**src/hw/rtl/spq_pkg.sv**
```systemverilog
// Shared types and constants for the sorted priority queue.
package spq_pkg;

  localparam int DEPTH_DEF = 16;
  localparam int DATA_W    = 32;
  localparam int PRIO_W    = 31;
  localparam int CAP_W     = 5;
  localparam int ADDR_W    = 3;
  localparam int STATUS_W  = 3;

  localparam logic [CAP_W-1:0] CAP_RESET = 5'd16;

  // Register index of the capacity limit
  localparam logic REG_CAP_LIMIT = 1'b0;

  // Operation codes
  localparam logic OP_INSERT = 1'b0;
  localparam logic OP_REMOVE = 1'b1;

  // Result status codes
  localparam logic [STATUS_W-1:0] ST_INSERTED = 3'd0;
  localparam logic [STATUS_W-1:0] ST_REMOVED  = 3'd1;
  localparam logic [STATUS_W-1:0] ST_REJECTED = 3'd2;
  localparam logic [STATUS_W-1:0] ST_FULL     = 3'd3;
  localparam logic [STATUS_W-1:0] ST_EMPTY    = 3'd4;

  // One stored entry
  typedef struct packed {
    logic [DATA_W-1:0] data;
    logic [PRIO_W-1:0] prio;
  } entry_t;

  // Command broadcast to every cell of the chain
  typedef struct packed {
    logic   ins;
    logic   rem;
    entry_t item;
  } cell_cmd_t;

endpackage

```
**src/hw/rtl/spq_cell.sv**
```systemverilog
// One slot of the sorted chain: holds an entry and shifts toward its neighbors.
module spq_cell
  import spq_pkg::*;
(
  input  logic      clk,
  input  cell_cmd_t cmd,
  input  logic      occupied,
  input  logic      left_keep,
  input  entry_t    left_entry,
  input  entry_t    right_entry,
  output logic      keep,
  output entry_t    entry
);

  entry_t entry_r;
  entry_t entry_nxt;

  // Stay in place when holding an entry ranked at or above the new one
  assign keep  = occupied && (entry_r.prio >= cmd.item.prio);
  assign entry = entry_r;

  // Take the new item at the insert point, shift right behind it, shift left on remove
  always_comb begin
    entry_nxt = entry_r;
    if (cmd.ins && !keep) begin
      entry_nxt = left_keep ? cmd.item : left_entry;
    end else if (cmd.rem) begin
      entry_nxt = right_entry;
    end
  end

  always_ff @(posedge clk) begin
    entry_r <= entry_nxt;
  end

endmodule

```
**src/hw/rtl/sorted_priority_queue_top.sv**
```systemverilog
// Top level of the sorted priority queue: APB register, cell chain and result register.
//
// Input channel (in_valid/in_ready) carries one transaction per operation: in_op
// selects insert or remove, in_item_data and in_item_priority give the entry.
// Output channel (out_valid/out_ready) returns one transaction per operation with
// the status, the removed entry (zero unless removed) and the entry count after it.
// Entries live in a chain of DEPTH cells sorted by descending priority, head in
// cell 0. Every cell compares the new priority in parallel, so an insert or a
// remove finishes in the cycle it is accepted and out_valid rises in the cycle
// after; one operation is taken per cycle, limited by the single result register.
// While the receiver stalls, the result register holds and in_ready drops; the
// next transaction is taken in the same cycle the waiting result leaves.
// Reset (rst_n low, synchronous) empties the queue, drops out_valid and sets
// the capacity limit to 16; slot contents and result fields are not cleared.
// The capacity limit register sits at byte address 0 of the APB port and is to be
// written only while the block is idle; the block itself does not enforce this.
module sorted_priority_queue_top
  import spq_pkg::*;
#(
  parameter int DEPTH = DEPTH_DEF,
  parameter int CNT_W = $clog2(DEPTH + 1)
) (
  input  logic                clk,
  input  logic                rst_n,
  // configuration port
  input  logic                psel,
  input  logic                penable,
  input  logic                pwrite,
  input  logic [ADDR_W-1:0]   paddr,
  input  logic [31:0]         pwdata,
  output logic [31:0]         prdata,
  output logic                pready,
  // input channel
  input  logic                in_valid,
  output logic                in_ready,
  input  logic                in_op,
  input  logic [DATA_W-1:0]   in_item_data,
  input  logic [DATA_W-1:0]   in_item_priority,
  // output channel
  output logic                out_valid,
  input  logic                out_ready,
  output logic [STATUS_W-1:0] out_status,
  output logic [DATA_W-1:0]   out_data,
  output logic [PRIO_W-1:0]   out_priority,
  output logic [CNT_W-1:0]    out_count
);

  logic [CAP_W-1:0]    cap_r;
  logic [CNT_W-1:0]    fill_r;
  logic [CNT_W-1:0]    fill_nxt;
  logic                out_valid_r;
  logic [STATUS_W-1:0] status_r;
  logic [STATUS_W-1:0] status_nxt;
  entry_t              res_r;
  entry_t              res_nxt;
  logic [CNT_W-1:0]    count_r;

  logic       accept;
  logic       prio_ok;
  logic       is_full;
  logic       ins_go;
  logic       rem_go;
  logic [31:0] eff_limit;
  cell_cmd_t  cmd;

  logic   keep   [DEPTH];
  entry_t cells  [DEPTH];

  // APB register access
  assign pready = 1'b1;
  assign prdata = (paddr[ADDR_W-1:2] == REG_CAP_LIMIT) ? {27'd0, cap_r} : 32'd0;

  always_ff @(posedge clk) begin
    if (!rst_n) begin
      cap_r <= CAP_RESET;
    end else if (psel && penable && pwrite && pready &&
                 paddr[ADDR_W-1:2] == REG_CAP_LIMIT) begin
      cap_r <= pwdata[CAP_W-1:0];
    end
  end

  // Decode the operation
  assign in_ready  = !out_valid_r || out_ready;
  assign accept    = in_valid && in_ready;
  assign prio_ok   = !in_item_priority[DATA_W-1] && (|in_item_priority[PRIO_W-1:0]);
  assign eff_limit = ({27'd0, cap_r} > 32'(DEPTH)) ? 32'(DEPTH) : {27'd0, cap_r};
  assign is_full   = 32'(fill_r) >= eff_limit;
  assign ins_go    = accept && (in_op == OP_INSERT) && prio_ok && !is_full;
  assign rem_go    = accept && (in_op == OP_REMOVE) && (fill_r != '0);

  assign cmd.ins       = ins_go;
  assign cmd.rem       = rem_go;
  assign cmd.item.data = in_item_data;
  assign cmd.item.prio = in_item_priority[PRIO_W-1:0];

  // Chain of cells, head at index 0
  for (genvar i = 0; i < DEPTH; i++) begin : g_cell
    logic   lk;
    entry_t le;
    entry_t re;
    if (i == 0) begin : g_head
      assign lk = 1'b1;
      assign le = cmd.item;
    end else begin : g_body
      assign lk = keep[i-1];
      assign le = cells[i-1];
    end
    if (i == DEPTH - 1) begin : g_tail
      assign re = cells[i];
    end else begin : g_mid
      assign re = cells[i+1];
    end
    spq_cell u_cell (
      .clk         (clk),
      .cmd         (cmd),
      .occupied    (CNT_W'(i) < fill_r),
      .left_keep   (lk),
      .left_entry  (le),
      .right_entry (re),
      .keep        (keep[i]),
      .entry       (cells[i])
    );
  end

  // Next count and result
  always_comb begin
    fill_nxt   = fill_r;
    status_nxt = ST_INSERTED;
    res_nxt    = '0;
    if (in_op == OP_INSERT) begin
      if (!prio_ok) begin
        status_nxt = ST_REJECTED;
      end else if (is_full) begin
        status_nxt = ST_FULL;
      end else begin
        status_nxt = ST_INSERTED;
        fill_nxt   = fill_r + CNT_W'(1);
      end
    end else begin
      if (fill_r == '0) begin
        status_nxt = ST_EMPTY;
      end else begin
        status_nxt = ST_REMOVED;
        res_nxt    = cells[0];
        fill_nxt   = fill_r - CNT_W'(1);
      end
    end
  end

  // Hold the count and the result transaction
  always_ff @(posedge clk) begin
    if (!rst_n) begin
      fill_r      <= '0;
      out_valid_r <= 1'b0;
    end else begin
      if (accept) begin
        fill_r <= fill_nxt;
      end
      if (accept) begin
        out_valid_r <= 1'b1;
      end else if (out_ready) begin
        out_valid_r <= 1'b0;
      end
    end
  end

  always_ff @(posedge clk) begin
    if (accept) begin
      status_r <= status_nxt;
      res_r    <= res_nxt;
      count_r  <= fill_nxt;
    end
  end

  assign out_valid    = out_valid_r;
  assign out_status   = status_r;
  assign out_data     = res_r.data;
  assign out_priority = res_r.prio;
  assign out_count    = count_r;

`ifndef NO_ASSERTIONS
  a_fill_bound: assert property (@(posedge clk) disable iff (!rst_n)
    32'(fill_r) <= DEPTH)
    else $error("entry count exceeds depth");

  a_insert_grows: assert property (@(posedge clk) disable iff (!rst_n)
    ins_go |=> fill_r == $past(fill_r) + CNT_W'(1))
    else $error("insert did not grow the count");

  a_remove_shrinks: assert property (@(posedge clk) disable iff (!rst_n)
    rem_go |=> fill_r == $past(fill_r) - CNT_W'(1))
    else $error("remove did not shrink the count");

  a_removed_prio: assert property (@(posedge clk) disable iff (!rst_n)
    (out_valid_r && status_r == ST_REMOVED) |-> res_r.prio != '0)
    else $error("removed entry has zero priority");

  a_head_sorted: assert property (@(posedge clk) disable iff (!rst_n)
    (fill_r >= CNT_W'(2)) |-> cells[0].prio >= cells[1].prio)
    else $error("head entry out of order");
`endif

endmodule
```
**config.mk**
```make
export PLATFORM = sky130hd
export DESIGN_NAME = sorted_priority_queue_top
export DESIGN_NICKNAME = d
export VERILOG_FILES = /design/src/hw/rtl/spq_pkg.sv /design/src/hw/rtl/spq_cell.sv /design/src/hw/rtl/sorted_priority_queue_top.sv
export SDC_FILE = /design/constraint.sdc
export NUM_CORES = 2
export LEC_CHECK = 0
export ABC_CLOCK_PERIOD_IN_PS = 14910
export BUFFER_PORTS_ARGS = -buffer_cell sky130_fd_sc_hd__buf_2
export CORE_ASPECT_RATIO = 1.1
export CORE_UTILIZATION = 55
export CTS_BUF_LIST = sky130_fd_sc_hd__clkbuf_8
export DETAILED_ROUTE_END_ITERATION = 16
export PLACE_DENSITY = 0.72
export SYNTH_ARGS = -nofsm -noshare
export SYNTH_HDL_FRONTEND = slang
export SYNTH_SLANG_ARGS = --single-unit
```
**constraint.sdc**
```tcl
create_clock -name clk -period 14.91 [get_ports clk]
set_input_delay 2.982 -clock clk [delete_from_list [all_inputs] [get_ports clk]]
set_output_delay 2.982 -clock clk [all_outputs]
set_load 0.02 [all_outputs]
```
# ---- Yosys cells after proc, flatten, opt, wreduce, memory -nomap -nowiden
# Index checks and enable logic that the tools add are counted.
dict set report word_totals {
  ff_bits 1090
  inputBits 107
}
dict set report classes {
  n_lt_le_gt_ge 34
  mux 57
  bitwise_logic 2
  reduce_logical 82
  add_sub_neg 2
}
# op n
set ops {}
lappend ops {{$mux W63} 45}
lappend ops {{$ge A31 B31 Y1} 16}
lappend ops {{$logic_and A1 B1 Y1} 42}
lappend ops {{$lt A4 B5 Y1 const A} 8}
lappend ops {{$reduce_bool A2 Y1} 16}
lappend ops {{$reduce_or A31 Y1} 1}
lappend ops {{$mux W5} 6}
lappend ops {{$lt A3 B5 Y1 const A} 4}
lappend ops {{$logic_not A1 Y1} 19}
lappend ops {{$lt A1 B5 Y1 const A} 2}
lappend ops {{$lt A2 B5 Y1 const A} 2}
lappend ops {{$mux W3} 2}
lappend ops {{$add A5 B1 Y5 const B} 1}
lappend ops {{$ge A5 B5 Y1} 1}
lappend ops {{$gt A5 B5 Y1 const B} 1}
lappend ops {{$logic_not A5 Y1} 1}
lappend ops {{$reduce_bool A5 Y1} 1}
lappend ops {{$sub A5 B1 Y5 const B} 1}
lappend ops {{$mux W2} 2}
lappend ops {{$mux W1} 2}
lappend ops {{$not A1 Y1} 2}
lappend ops {{$reduce_or A2 Y1} 1}
lappend ops {{$logic_or A1 B1 Y1} 1}

# ---- Logic depth before layout (Yosys ltp)
dict set report logic_depth {
  depth_word 8
  depth_mapped 14
  depth_no_buf 9
}

# ---- Hierarchy
# Synthesis repeated with hierarchy kept, for this count alone.
dict set report hier_totals {
  cells_unflattened 6895
  area_unflattened_um2 83072.2
}
# mod n_inst area_each_um2 cells_per_inst seq_area_each_um2
set by_module_without_submodules {}
lappend by_module_without_submodules {{spq_cell at g_cell[0].u_cell ...} 13 4961.0 410 1891.8}
lappend by_module_without_submodules {{spq_cell at g_cell[7].u_cell ...} 3 4883.4 410 1891.8}
lappend by_module_without_submodules {sorted_priority_queue_top 1 3928.8 335 2352.3}

# ---- Worst setup path after synthesis
# Ideal clock, no wire load.
dict set report synth_timing {
  kind {input -> register}
  start {input port in_item_priority[4]}
  end {register g_cell[14].u_cell.entry_r (netlist bit g_cell[14].u_cell.entry[0]) (enable)}
  setup_ns 0.571
  path_buffers 3
  stages 12
  required_ns 14.339
  path_slack_ns 4.539
  arrival_time_ns 9.800
  cell_sequence {buf_2 clkbuf_1 inv_1 ha_1 a21o_1 a211o_1 a41oi_1 o21ai_0 o21ai_0 nand2_1 clkbuf_1 o21ai_0}
}
dict set report synth_via {
  elab_chain_cells 6
  elab_cells_between_ends 9
  classes_between {1 x order compare; 8 x reduce/logical}
}
# item line
set synth_rtl {}
lappend synth_rtl {{start, declared} sorted_priority_queue_top.sv:38} ;# input logic [DATA_W-1:0] in_item_priority,
lappend synth_rtl {{parallel branches: the longest is 4 deep, another holds $ge A31 B31 Y1} --}
lappend synth_rtl {{$logic_and A1 B1 Y1 (*)} spq_cell.sv:25} ;# if (cmd.ins && !keep) begin
lappend synth_rtl {{$reduce_bool A2 Y1 (no line) (*)} --}
lappend synth_rtl {{end signal, assigned} spq_cell.sv:33} ;# entry_r <= entry_nxt;
lappend synth_rtl {{end, declared} spq_cell.sv:15} ;# entry_t entry_r;
# Every way passes the cells marked *.
# A chain may end at the register's enable or synchronous reset.

# ---- Worst setup path in the final report
dict set report layout_timing {
  start {input port in_item_priority[18]}
  end {register g_cell[7].u_cell.entry_r (netlist bit g_cell[7].u_cell.entry[55]) (enable)}
}
dict set report layout_via {
  elab_chain_cells 6
  elab_cells_between_ends 9
  classes_between {1 x order compare; 8 x reduce/logical}
}
# item line
set layout_rtl {}
lappend layout_rtl {{parallel branches: the longest is 4 deep, another holds $ge A31 B31 Y1} --}
lappend layout_rtl {{$logic_and A1 B1 Y1 (*)} spq_cell.sv:25}
lappend layout_rtl {{$reduce_bool A2 Y1 (no line) (*)} --}
lappend layout_rtl {{end signal, assigned} spq_cell.sv:33}
lappend layout_rtl {{end, declared} spq_cell.sv:15}
# Marks and branches as above.

==> results by group <==
Synth
  • Post-synthesis cell type count: 71
  • Synth Area per Inst: 11.4 sq um
  • Yosys reg bits: 1090
  • Seq/Total Area, Yosys: 48.7%
  • Post-Syn Area: 0.0670 sq mm
  • Post-synth EDFFs: 1079
  • Top FF cell, synth: edfxtp_1
  • Post-synth top area share: 48.4%
  • Top cells by area, synth: edfxtp_1 (48%), ha_1 (9.4%), a21oi_1 (8.9%)
  • Largest area contributor in the netlist: edfxtp_1
  • Yosys warns: 0
  • Async S/R FF share, synth: 0%
  • Syn Inst Count: 5856

Critical path
  • CP max stage cell: and2_4
  • Crit path required time: 15.44 ns
  • Crit path from: in_item_priority[18]
  • CP Max Fanout: 127
  • CP Data Arrival Time: between 8 and 9 ns
  • Worst R2R Start: fill_r[0]
  • Crit Path Category: in -> reg
  • Startpoint Class: primary input
  • Crit. End Element: register
  • CP cell instances: buf_2 > inv_1 > ha_1 > nand4_1 > nor3_1 > a211oi_1 > o21ai_0 > o31ai_4 > buf_12 > and2_4 > nand2b_4 > buf_4
  • CP peak stage delay: 0.98 ns

Global routing
  • Largest net degree at the start of global routing: 128
  • Vias in the first global route: approximately 49000
  • Total GRT Usage: between 30% and 40%
  • Initial antenna violation count: 11
  • Gr ovfl total: 0
  • First-pass GRT wire length: a little under 300000 um

Power and ir drop
  • Cell leakage power: 29.5 nW
  • PD cells: 108 mW/mm^2
  • VDD IR max: 0.103 mV
  • Total Power: 7.74 mW

Die
  • Die Ht: between 300 and 400 um
  • Core Box Area: approximately 0.12 sq mm
  • Die W: 335 um
  • Die area: 0.123 sq mm
  • Starting Density: 55.7%
  • Row cnt: 133
  • IO Pins: 213

Routing
  • Post-route ant nets: 0
  • Initial DRC count: ~4700
  • Routed via count: 49600
  • Initial DRT Pass Iterations: 6
  • Drt via density: 6.55
  • Final WL: 194000 um
  • WL/cell: 25.6 um
  • Drt drc: 0

CTS
  • Clock Latency Late Sink: 0.94 ns
  • CTS buffer count: 186
  • CTS tree: built
  • Clk sinks: 1090
  • Max clock buf depth: 3
  • Root Driver: clkbuf_8
  • Reg clk slew, reported paths: 0.06 ns
  • Postcts setup bufs: 0
  • Post-cts sizing count: 0
  • CTS Hold Buffers Added: 0
  • CTS H-tree lvls: 4

Placement
  • DP Area: between 0.06 and 0.07 sq mm
  • Post-place setup slack: 5.74 ns
  • # port buffers: 155
  • Placed cells: between 7000 and 8000
  • GPL Wtd Cong: 0.935
  • DP HPWL: 121000 um

Cells and area
  • Final std cells w/o fill: 7563
  • Area grow syn2layout: 7.12%
  • Nets: 6400
  • Post-route cell area: slightly above 0.07 sq mm
  • Fillcell total: just under 10000
  • Finished Core Util: between 50 and 60%
  • Share of post-route cells with drive strength above 1: about 16%

STA
  • Hold Worst Slack: 0.521 ns
  • Slew margin rel.: between 15 and 20%
  • Final Hold Viols: 0
  • Final setup margin: 6.53 ns
  • FMAX: 119 MHz
  • Final Setup Violations: 0
  • Clock skew: ~0.040 ns
  • Slew Viols, Final: 0
  • Unrepaired setup endpoints after global routing: no
  • Final TNS setup: 0 ns
  • Tmin final: 8.38 ns
  • Fin crit share: 56.2%
  • Worst slew pin tran: 1.20 ns

Hold path
  • Hold_sp: cap_r[1]
  • HP Class: reg -> reg

Run
  • Number of max-cap violations: 0

Outcome
  • Status: completed
==> per-layer routing <==
layer  share of wire [%]  track usage [%]
met2                  47             50.7
met1                  39             38.1
met5               0.021                0
met4                 5.5             17.4
met3                 8.9             6.42
==> final timing paths <==
check	endpoint	slack, ns	cells past startpoint
max reg2reg	g_cell[15].u_cell.entry[40]	8.46	12
max	g_cell[7].u_cell.entry[55]	6.53	12
min reg2reg	cap_r[1]	0.52	2
min	cap_r[1]	0.52	2
==> kinds of logic (layout without fill, tap and decap cells) <==
group                      count (synthesis)  in the layout  synth area share (%)
DFF                                     1090           1090                  48.7
xor gates and xnor gates                   2              2                0.0262
adders and majority gates                504            504                  9.42
muxes                                   1079           1079                  17.1
AOI/OAI and AO/OA                       1841           1841                  15.0
and+or+nand+nor                          741            741                  5.54
other                                      2             36                0.0112
buffers and inverters                    597            650                  4.20
==> cells in the mapped netlist (3+ instances only) <==
cell and instances:
a2111oi_0 3, a211o_1 6, a211oi_1 25, a21boi_0 7, a21o_1 51, a21oi_1 1195
a221oi_1 15, a311oi_1 3, a31oi_1 258, a41oi_1 4, and2_1 71, and3_1 4
and4_1 16, buf_1 18, buf_2 137, buf_4 94, buf_6 6, clkbuf_1 274
dfxtp_1 11, edfxtp_1 1079, ha_1 504, inv_1 65, mux2_1 68, mux2_2 429
mux2i_1 582, nand2_1 117, nand2b_1 23, nand3_1 178, nand3b_1 5, nand4_1 75
nor2_1 188, nor2b_1 19, nor3_1 14, nor4_1 16, o211a_1 3, o211ai_1 12
o21a_1 5, o21ai_0 215, o21bai_1 3, o31ai_1 10, or2_2 4, or4_1 3
==> flip-flops by register name, indices dropped and copies added (netlist names) <==
register	cells
g_cell.u_cell.entry	1008
out_data	32
out_priority	31
cap_r	5
fill_r	5
out_count	5
out_status	3
out_valid	1
==> cell usage in the layout (no fill, tap or decap), types with 51 or more instances in the layout <==
master and instances:
a21o_1 51, a21oi_1 1191, a31oi_1 258, and2_1 64, buf_2 156, buf_4 89
clkbuf_8 190, edfxtp_1 1079, ha_1 504, inv_1 126, mux2_1 68, mux2_2 429
mux2i_1 582, nand2_1 112, nand3_1 178, nand4_1 75, nor2_1 188, o21ai_0 213
==> final cells by class <==
type,instances,area (sq um),share of cell area (%)
clock inverter,144,693,0.966
antenna,8,20.0,0.0279
tap,1620,2030,2.83
timing repair buffer,249,1530,2.13
clock buffer,190,2620,3.65
sequential,1090,32600,45.5
multi-input combinational,4195,32000,44.6
inverter,67,254,0.354
==> power by group <==
part / switching (mW) / total (mW) / internal [mW]
combinational: 0.912 / 1.39 / 0.477
clock: 1.30 / 2.52 / 1.22
sequential: 0.140 / 3.83 / 3.69
==> critical path, delay by kind of cell <==
kind,cells,cell delay [ns]
compound gates,3,1.10
fa+ha+maj,1,0.49
buf+inv,4,2.29
simple gates,4,1.87
(Power assumes the default switching activity.)
